<file path="src/design/scfa_pkg.sv">
// Shared types and codes for the second-chance frame allocator.
package scfa_pkg;

    typedef enum logic [1:0] {
        KIND_ALLOC   = 2'd0,
        KIND_REF     = 2'd1,
        KIND_RELEASE = 2'd2,
        KIND_DIRTY   = 2'd3
    } kind_t;

    typedef enum logic [2:0] {
        ST_FREE    = 3'd0,
        ST_REPLACE = 3'd1,
        ST_NONE    = 3'd2,
        ST_DONE    = 3'd3,
        ST_IGNORED = 3'd4
    } status_t;

    typedef enum logic [3:0] {
        S_CLEAR,
        S_IDLE,
        S_DECODE,
        S_CHK,
        S_AF_LINK,
        S_AF_HAND,
        S_SW_REF,
        S_SW_EVAL,
        S_RM_WALK,
        S_RM_LINK,
        S_OUT
    } ctrl_state_t;

    typedef enum logic [3:0] {
        OP_IDLE,
        OP_CLEAR,
        OP_DECODE,
        OP_CHK,
        OP_AF_LINK,
        OP_AF_HAND,
        OP_SW_REF,
        OP_SW_EVAL,
        OP_RM_WALK,
        OP_RM_LINK,
        OP_PUSH
    } dp_op_t;

    typedef struct packed {
        dp_op_t op;
        logic   accept;
    } dp_cmd_t;

    typedef struct packed {
        kind_t kind;
        logic  in_range;
        logic  free_nz;
        logic  used_nz;
        logic  used_le1;
        logic  inr_rd;
        logic  ref_rd;
        logic  walk_hit;
        logic  clr_last;
        logic  out_busy;
    } dp_stat_t;

endpackage

</file>
<file path="src/design/scfa_ctrl.sv">
// Sequencer for the frame allocator: steps one request through the datapath.
module scfa_ctrl
    import scfa_pkg::*;
(
    input  logic     aclk,
    input  logic     aresetn,
    input  logic     s_tvalid,
    output logic     s_tready,
    input  dp_stat_t stat,
    output dp_cmd_t  cmd
);

    ctrl_state_t state_reg, state_next;

    always_ff @(posedge aclk) begin
        if (!aresetn) begin
            state_reg <= S_CLEAR;
        end else begin
            state_reg <= state_next;
        end
    end

    always_comb begin
        state_next = state_reg;
        cmd.op     = OP_IDLE;
        cmd.accept = 1'b0;
        s_tready   = 1'b0;
        unique case (state_reg)
            S_CLEAR: begin
                cmd.op = OP_CLEAR;
                if (stat.clr_last) state_next = S_IDLE;
            end
            S_IDLE: begin
                s_tready   = 1'b1;
                cmd.accept = s_tvalid;
                if (s_tvalid) state_next = S_DECODE;
            end
            S_DECODE: begin
                cmd.op = OP_DECODE;
                unique case (stat.kind)
                    KIND_ALLOC: begin
                        if (stat.free_nz)      state_next = S_AF_LINK;
                        else if (stat.used_nz) state_next = S_SW_REF;
                        else                   state_next = S_OUT;
                    end
                    KIND_REF, KIND_RELEASE: begin
                        state_next = stat.in_range ? S_CHK : S_OUT;
                    end
                    default: state_next = S_OUT;
                endcase
            end
            S_CHK: begin
                cmd.op = OP_CHK;
                if (stat.inr_rd && stat.kind == KIND_RELEASE && !stat.used_le1)
                    state_next = S_RM_WALK;
                else
                    state_next = S_OUT;
            end
            S_RM_WALK: begin
                cmd.op = OP_RM_WALK;
                if (stat.walk_hit) state_next = S_RM_LINK;
            end
            S_RM_LINK: begin
                cmd.op     = OP_RM_LINK;
                state_next = S_OUT;
            end
            S_AF_LINK: begin
                cmd.op     = OP_AF_LINK;
                state_next = stat.used_nz ? S_AF_HAND : S_OUT;
            end
            S_AF_HAND: begin
                cmd.op     = OP_AF_HAND;
                state_next = S_OUT;
            end
            S_SW_REF: begin
                cmd.op     = OP_SW_REF;
                state_next = S_SW_EVAL;
            end
            S_SW_EVAL: begin
                cmd.op     = OP_SW_EVAL;
                state_next = stat.ref_rd ? S_SW_REF : S_OUT;
            end
            S_OUT: begin
                if (!stat.out_busy) begin
                    cmd.op     = OP_PUSH;
                    state_next = S_IDLE;
                end
            end
            default: state_next = S_CLEAR;
        endcase
    end

endmodule

</file>
<file path="config.mk">
export PLATFORM = sky130hd
export DESIGN_NAME = scfa_ctrl
export DESIGN_NICKNAME = d
export VERILOG_FILES = /design/src/design/scfa_pkg.sv /design/src/design/scfa_ctrl.sv
export SDC_FILE = /design/constraint.sdc
export NUM_CORES = 1
export LEC_CHECK = 0
export BUFFER_PORTS_ARGS = -buffer_cell sky130_fd_sc_hd__buf_2
export CAP_MARGIN = 20
export CORE_AREA = 10 10 47 49
export CTS_CLUSTER_DIAMETER = 80
export DETAILED_ROUTE_END_ITERATION = 16
export DIE_AREA = 0 0 57 59
export SLEW_MARGIN = 20
export SYNTH_ARGS = -nofsm -noshare
export SYNTH_HDL_FRONTEND = slang
export SYNTH_SLANG_ARGS = --single-unit
export TNS_END_PERCENT = 50
</file>
<file path="constraint.sdc">
create_clock -name aclk -period 3.4 [get_ports aclk]
set_input_delay 0.68 -clock aclk [delete_from_list [all_inputs] [get_ports aclk]]
set_output_delay 0.68 -clock aclk [all_outputs]
set_load 0.01 [all_outputs]
</file>
==> report_table.html <==
<table>
<tr><th>Metric</th><th>Value</th></tr>
<tr><th colspan="2">Placement</th></tr>
<tr><td>Final weighted congestion of routability-driven global placement</td><td>0.805</td></tr>
<tr><td>Placed cell area</td><td>568 um2</td></tr>
<tr><td>Number of buffers added on ports</td><td>19</td></tr>
<tr><td>Post-detail-place hpwl</td><td>1.06 mm</td></tr>
<tr><th colspan="2">GRT</th></tr>
<tr><td>Met3 Use GR</td><td>4.72%</td></tr>
<tr><td>Number of global-route vias before repair</td><td>549</td></tr>
<tr><td>Overall Global Routing Usage</td><td>7.98%</td></tr>
<tr><td>GRT met2 Usage</td><td>13.2%</td></tr>
<tr><td>Remaining global-route overflow</td><td>0</td></tr>
<tr><td>First-pass GRT wire length</td><td>2.26 mm</td></tr>
<tr><td>Layer carrying the most global-route usage</td><td>met2</td></tr>
<tr><td>Maximum number of pins on one net before global-route repair</td><td>18</td></tr>
<tr><td>Initial antenna violation count</td><td>0</td></tr>
<tr><td>Met1 Usage GRT</td><td>8.50%</td></tr>
<tr><th colspan="2">Timing</th></tr>
<tr><td>Fin crit period</td><td>2.30 ns</td></tr>
<tr><td>Sum of negative setup slack</td><td>0 ns</td></tr>
<tr><td>Headroom to the max-slew limit</td><td>62.8%</td></tr>
<tr><td>Slew Limit Fails</td><td>0</td></tr>
<tr><td>RSZ-0062 raised after global routing</td><td>false</td></tr>
<tr><td>WHS</td><td>0.711 ns</td></tr>
<tr><td>Number of endpoints failing setup at the final stage</td><td>0</td></tr>
<tr><td>Clock Skews</td><td>0.00226 ns</td></tr>
<tr><td>Post-route clock period utilization</td><td>67.5%</td></tr>
<tr><td>Final-report hold violation count</td><td>0</td></tr>
<tr><td>Maximum operating frequency</td><td>436 MHz</td></tr>
<tr><td>Measured slew at the worst slew-check pin</td><td>0.558 ns</td></tr>
<tr><th colspan="2">Run</th></tr>
<tr><td>Number of max-cap violations</td><td>0</td></tr>
<tr><th colspan="2">Floorplan</th></tr>
<tr><td>Core area</td><td>0.00140 mm2</td></tr>
<tr><td>Die Outline Area</td><td>0.00336 mm2</td></tr>
<tr><td>Floorplan row count</td><td>14</td></tr>
<tr><td>Effective utilization at floorplan</td><td>35.4%</td></tr>
<tr><td>I/O Pins</td><td>20</td></tr>
<tr><td>Width of the die</td><td>57 um</td></tr>
<tr><td>Height of the chip</td><td>59 um</td></tr>
<tr><th colspan="2">Drt</th></tr>
<tr><td>Sum of routed wire length over all layers</td><td>1.30 mm</td></tr>
<tr><td>Vias per cell</td><td>5.30</td></tr>
<tr><td>DRC violations left</td><td>0</td></tr>
<tr><td>Remaining number of nets flagged by the antenna check after routing</td><td>0</td></tr>
<tr><td>DRC marker count from the first detailed-route iteration</td><td>6</td></tr>
<tr><td>Routed vias</td><td>525</td></tr>
<tr><td>Detailed-routing iteration count for the pre-antenna-repair pass</td><td>4</td></tr>
<tr><td>Average wire per cell in the routed design</td><td>13.1 um</td></tr>
<tr><th colspan="2">Worst setup path</th></tr>
<tr><td>Slowest cell on the critical path</td><td>dfxtp_1</td></tr>
<tr><td>Beginning of the worst register-to-register path</td><td>state_reg[0]$_SDFFE_PN0P_</td></tr>
<tr><td>Worst path arrival time</td><td>1.62 ns</td></tr>
<tr><td>Data required time of the worst path</td><td>2.72 ns</td></tr>
<tr><td>Maximum fanout along the worst path</td><td>17</td></tr>
<tr><td>Register-to-Register Path Depth</td><td>4</td></tr>
<tr><td>Crit path to</td><td>cmd[0]</td></tr>
<tr><td>Classification of the worst setup path</td><td>reg2out</td></tr>
<tr><td>CP max stage delay</td><td>0.66 ns</td></tr>
<tr><td>Kind of end point of the critical path</td><td>output port</td></tr>
<tr><td>Slack of the worst reg-to-reg path</td><td>1.89 ns</td></tr>
<tr><td>Nature of the critical path startpoint</td><td>flop</td></tr>
<tr><td>Crit Reg-Reg Endpoint</td><td>state_reg[0]$_SDFFE_PN0P_</td></tr>
<tr><td>Crit path launch</td><td>state_reg[0]$_SDFFE_PN0P_</td></tr>
<tr><td>Chain of cells forming the critical path</td><td>nand2b_1 &gt; nor3_1 &gt; and2_1 &gt; buf_2</td></tr>
<tr><th colspan="2">Yosys</th></tr>
<tr><td>Cell area after technology mapping</td><td>497 um2</td></tr>
<tr><td>Avg Inst Size Synth</td><td>7.64 um2</td></tr>
<tr><td>Number of instances in the synthesized netlist</td><td>65</td></tr>
<tr><td>Predominant post-synthesis flop cell</td><td>dfxtp_1</td></tr>
<tr><td>Sequential cell area fraction in the yosys report</td><td>16.1%</td></tr>
<tr><td>Warning count from the yosys run</td><td>0</td></tr>
<tr><td>Count of state elements after synthesis</td><td>4</td></tr>
<tr><td>Async set-or-reset flop fraction in the synthesized netlist</td><td>0%</td></tr>
<tr><td>Synthesized Nets</td><td>82</td></tr>
<tr><td>Number of enable flip-flop cells after synthesis</td><td>0</td></tr>
<tr><td>Library cells used by synthesis</td><td>35</td></tr>
<tr><th colspan="2">Clocking</th></tr>
<tr><td>Post-CTS Setup Inserts</td><td>0</td></tr>
<tr><td>Master cell of the clock root buffer</td><td>clkbuf_4</td></tr>
<tr><td>CTS max path bufs</td><td>2</td></tr>
<tr><td># clock sinks</td><td>4</td></tr>
<tr><td>Number of hold buffers added after CTS</td><td>0</td></tr>
<tr><td>Number of levels the H-tree was split into</td><td>1</td></tr>
<tr><td>Clock tree from TritonCTS</td><td>yes</td></tr>
<tr><td>Number of buffers created by CTS</td><td>3</td></tr>
<tr><td>Clock transition at the registers of the reported paths</td><td>0.04 ns</td></tr>
<tr><td>Count of instances resized after the clock tree is built</td><td>0</td></tr>
<tr><td>Clock insertion delay at the later pin of the skew report</td><td>0.23 ns</td></tr>
<tr><th colspan="2">Finish</th></tr>
<tr><td>Post-Route Utilization</td><td>42.1%</td></tr>
<tr><td>Final-stage net count</td><td>102</td></tr>
<tr><td>Non-Filler Cell Area, Final</td><td>591 um2</td></tr>
<tr><td>Number of diodes added for antenna fixing</td><td>0</td></tr>
<tr><td>Fillers</td><td>160</td></tr>
<tr><td>Relative area change from synthesis to final layout</td><td>18.9%</td></tr>
<tr><td>Fraction of layout instances using a drive strength above 1</td><td>31.3%</td></tr>
<tr><td>Largest register FFs</td><td>4</td></tr>
<tr><th colspan="2">Power and ir drop</th></tr>
<tr><td>Largest vdd supply drop</td><td>0.176 mV</td></tr>
<tr><td>Areal power density over the cells</td><td>400 mW/mm2</td></tr>
<tr><td>Overall power consumption</td><td>236 uW</td></tr>
<tr><td>Leakage component of the power</td><td>0.000288 uW</td></tr>
<tr><th colspan="2">Run status</th></tr>
<tr><td>Status</td><td>complete, no violations</td></tr>
<tr><th colspan="2">Hold path</th></tr>
<tr><td>Hold WC Path Type</td><td>reg2reg</td></tr>
</table>
synth_stat cells (all sizes together) (2+ instances only):
master | n | area share (%)
nor3 | 3 | 3.0
and2 | 2 | 2.5
nand2 | 2 | 1.5
a21oi | 4 | 4.0
and3b | 2 | 3.8
clkbuf | 2 | 5.5
inv | 5 | 3.8
or2b | 2 | 3.5
nand3 | 2 | 2.0
o21a | 2 | 3.0
a31oi | 2 | 2.5
o21ai | 5 | 5.0
buf | 2 | 3.3
nand2b | 3 | 3.8
ha | 3 | 7.6
dfxtp | 4 | 16
nor2 | 5 | 3.8
cell usage in the layout, fill, tap and decap left out, types with 2 or more instances in the layout:
cell type   n
or2b_2      2
nand2_1     2
ha_1        3
nand3_1     2
clkbuf_4    3
dfxtp_1     4
and2_1      2
inv_1       5
buf_2      19
nand2b_1    3
a21oi_1     4
a31oi_1     2
o21a_1      2
nor3_1      3
o21ai_0     3
nor2_1      5
o21ai_1     2
layout make-up:
cell class | instances | area (um2) | share of cell area, %
well taps | 16 | 20.0 | 3.39
flip-flops and latches | 4 | 80.1 | 13.6
repair buffers | 19 | 95.1 | 16.1
clock buffers | 3 | 22.5 | 3.81
inverters | 5 | 18.8 | 3.18
multi-input cells | 52 | 354 | 60.0
report_power, final:
part           total [uW]  internal [uW]  switching (uW)  leakage (uW)
combinational         101           51.3            49.5      0.000242
clock                58.4           39.5            19.0     0.0000138
sequential           76.8           53.6            23.1     0.0000326
logic make-up (layout without fill, tap and decap cells):
group                      after synthesis  count (layout)  synth area share, %
AOI/OAI and AO/OA                       19              19                 25.4
adders and majority gates                3               3                 7.56
buffers and inverters                    9              27                 12.6
DFF                                      4               4                 16.1
muxes                                    1               1                 2.02
and+or+nand+nor                         29              29                 36.3
critical path, delay by kind of cell (launching register included):
kind	cells	cell delay, ns
buf+inv	1	0.12
flops	1	0.66
simple gates	3	0.59
worst min path at each step:
stage,startpoint,endpoint,slack [ns],cells past startpoint
3_3_place_gp,state_reg[3]$_SDFFE_PN0P_,state_reg[1]$_SDFFE_PN0P_,0.72,3
6_report,state_reg[3]$_SDFFE_PN0P_,state_reg[1]$_SDFFE_PN0P_,0.71,3
3_5_place_dp,state_reg[3]$_SDFFE_PN0P_,state_reg[1]$_SDFFE_PN0P_,0.71,3
4_1_cts,state_reg[3]$_SDFFE_PN0P_,state_reg[1]$_SDFFE_PN0P_,0.72,3
2_1_floorplan,state_reg[3]$_SDFFE_PN0P_,state_reg[1]$_SDFFE_PN0P_,0.63,3
5_1_grt,aresetn,state_reg[2]$_SDFFE_PN0P_,0.73,2
routing by layer:
metal	part of all wire (%)	wire length [um]	up-vias
met1	48	618	233
met4	1.2	15	0
met3	8.6	112	2
met2	43	554	22
met5	0	0	-
li1	-	-	268
metrics by stage:
stage / instances / setup WS (ns)
final: 99 / 1.10
after global routing: 99 / 0.900
after CTS: 99 / 1.07
after detailed placement: 96 / 1.34
after global placement: 96 / 1.36
after floorplan: 65 / 1.57
No activity file was read; power rests on OpenSTA's default activity.
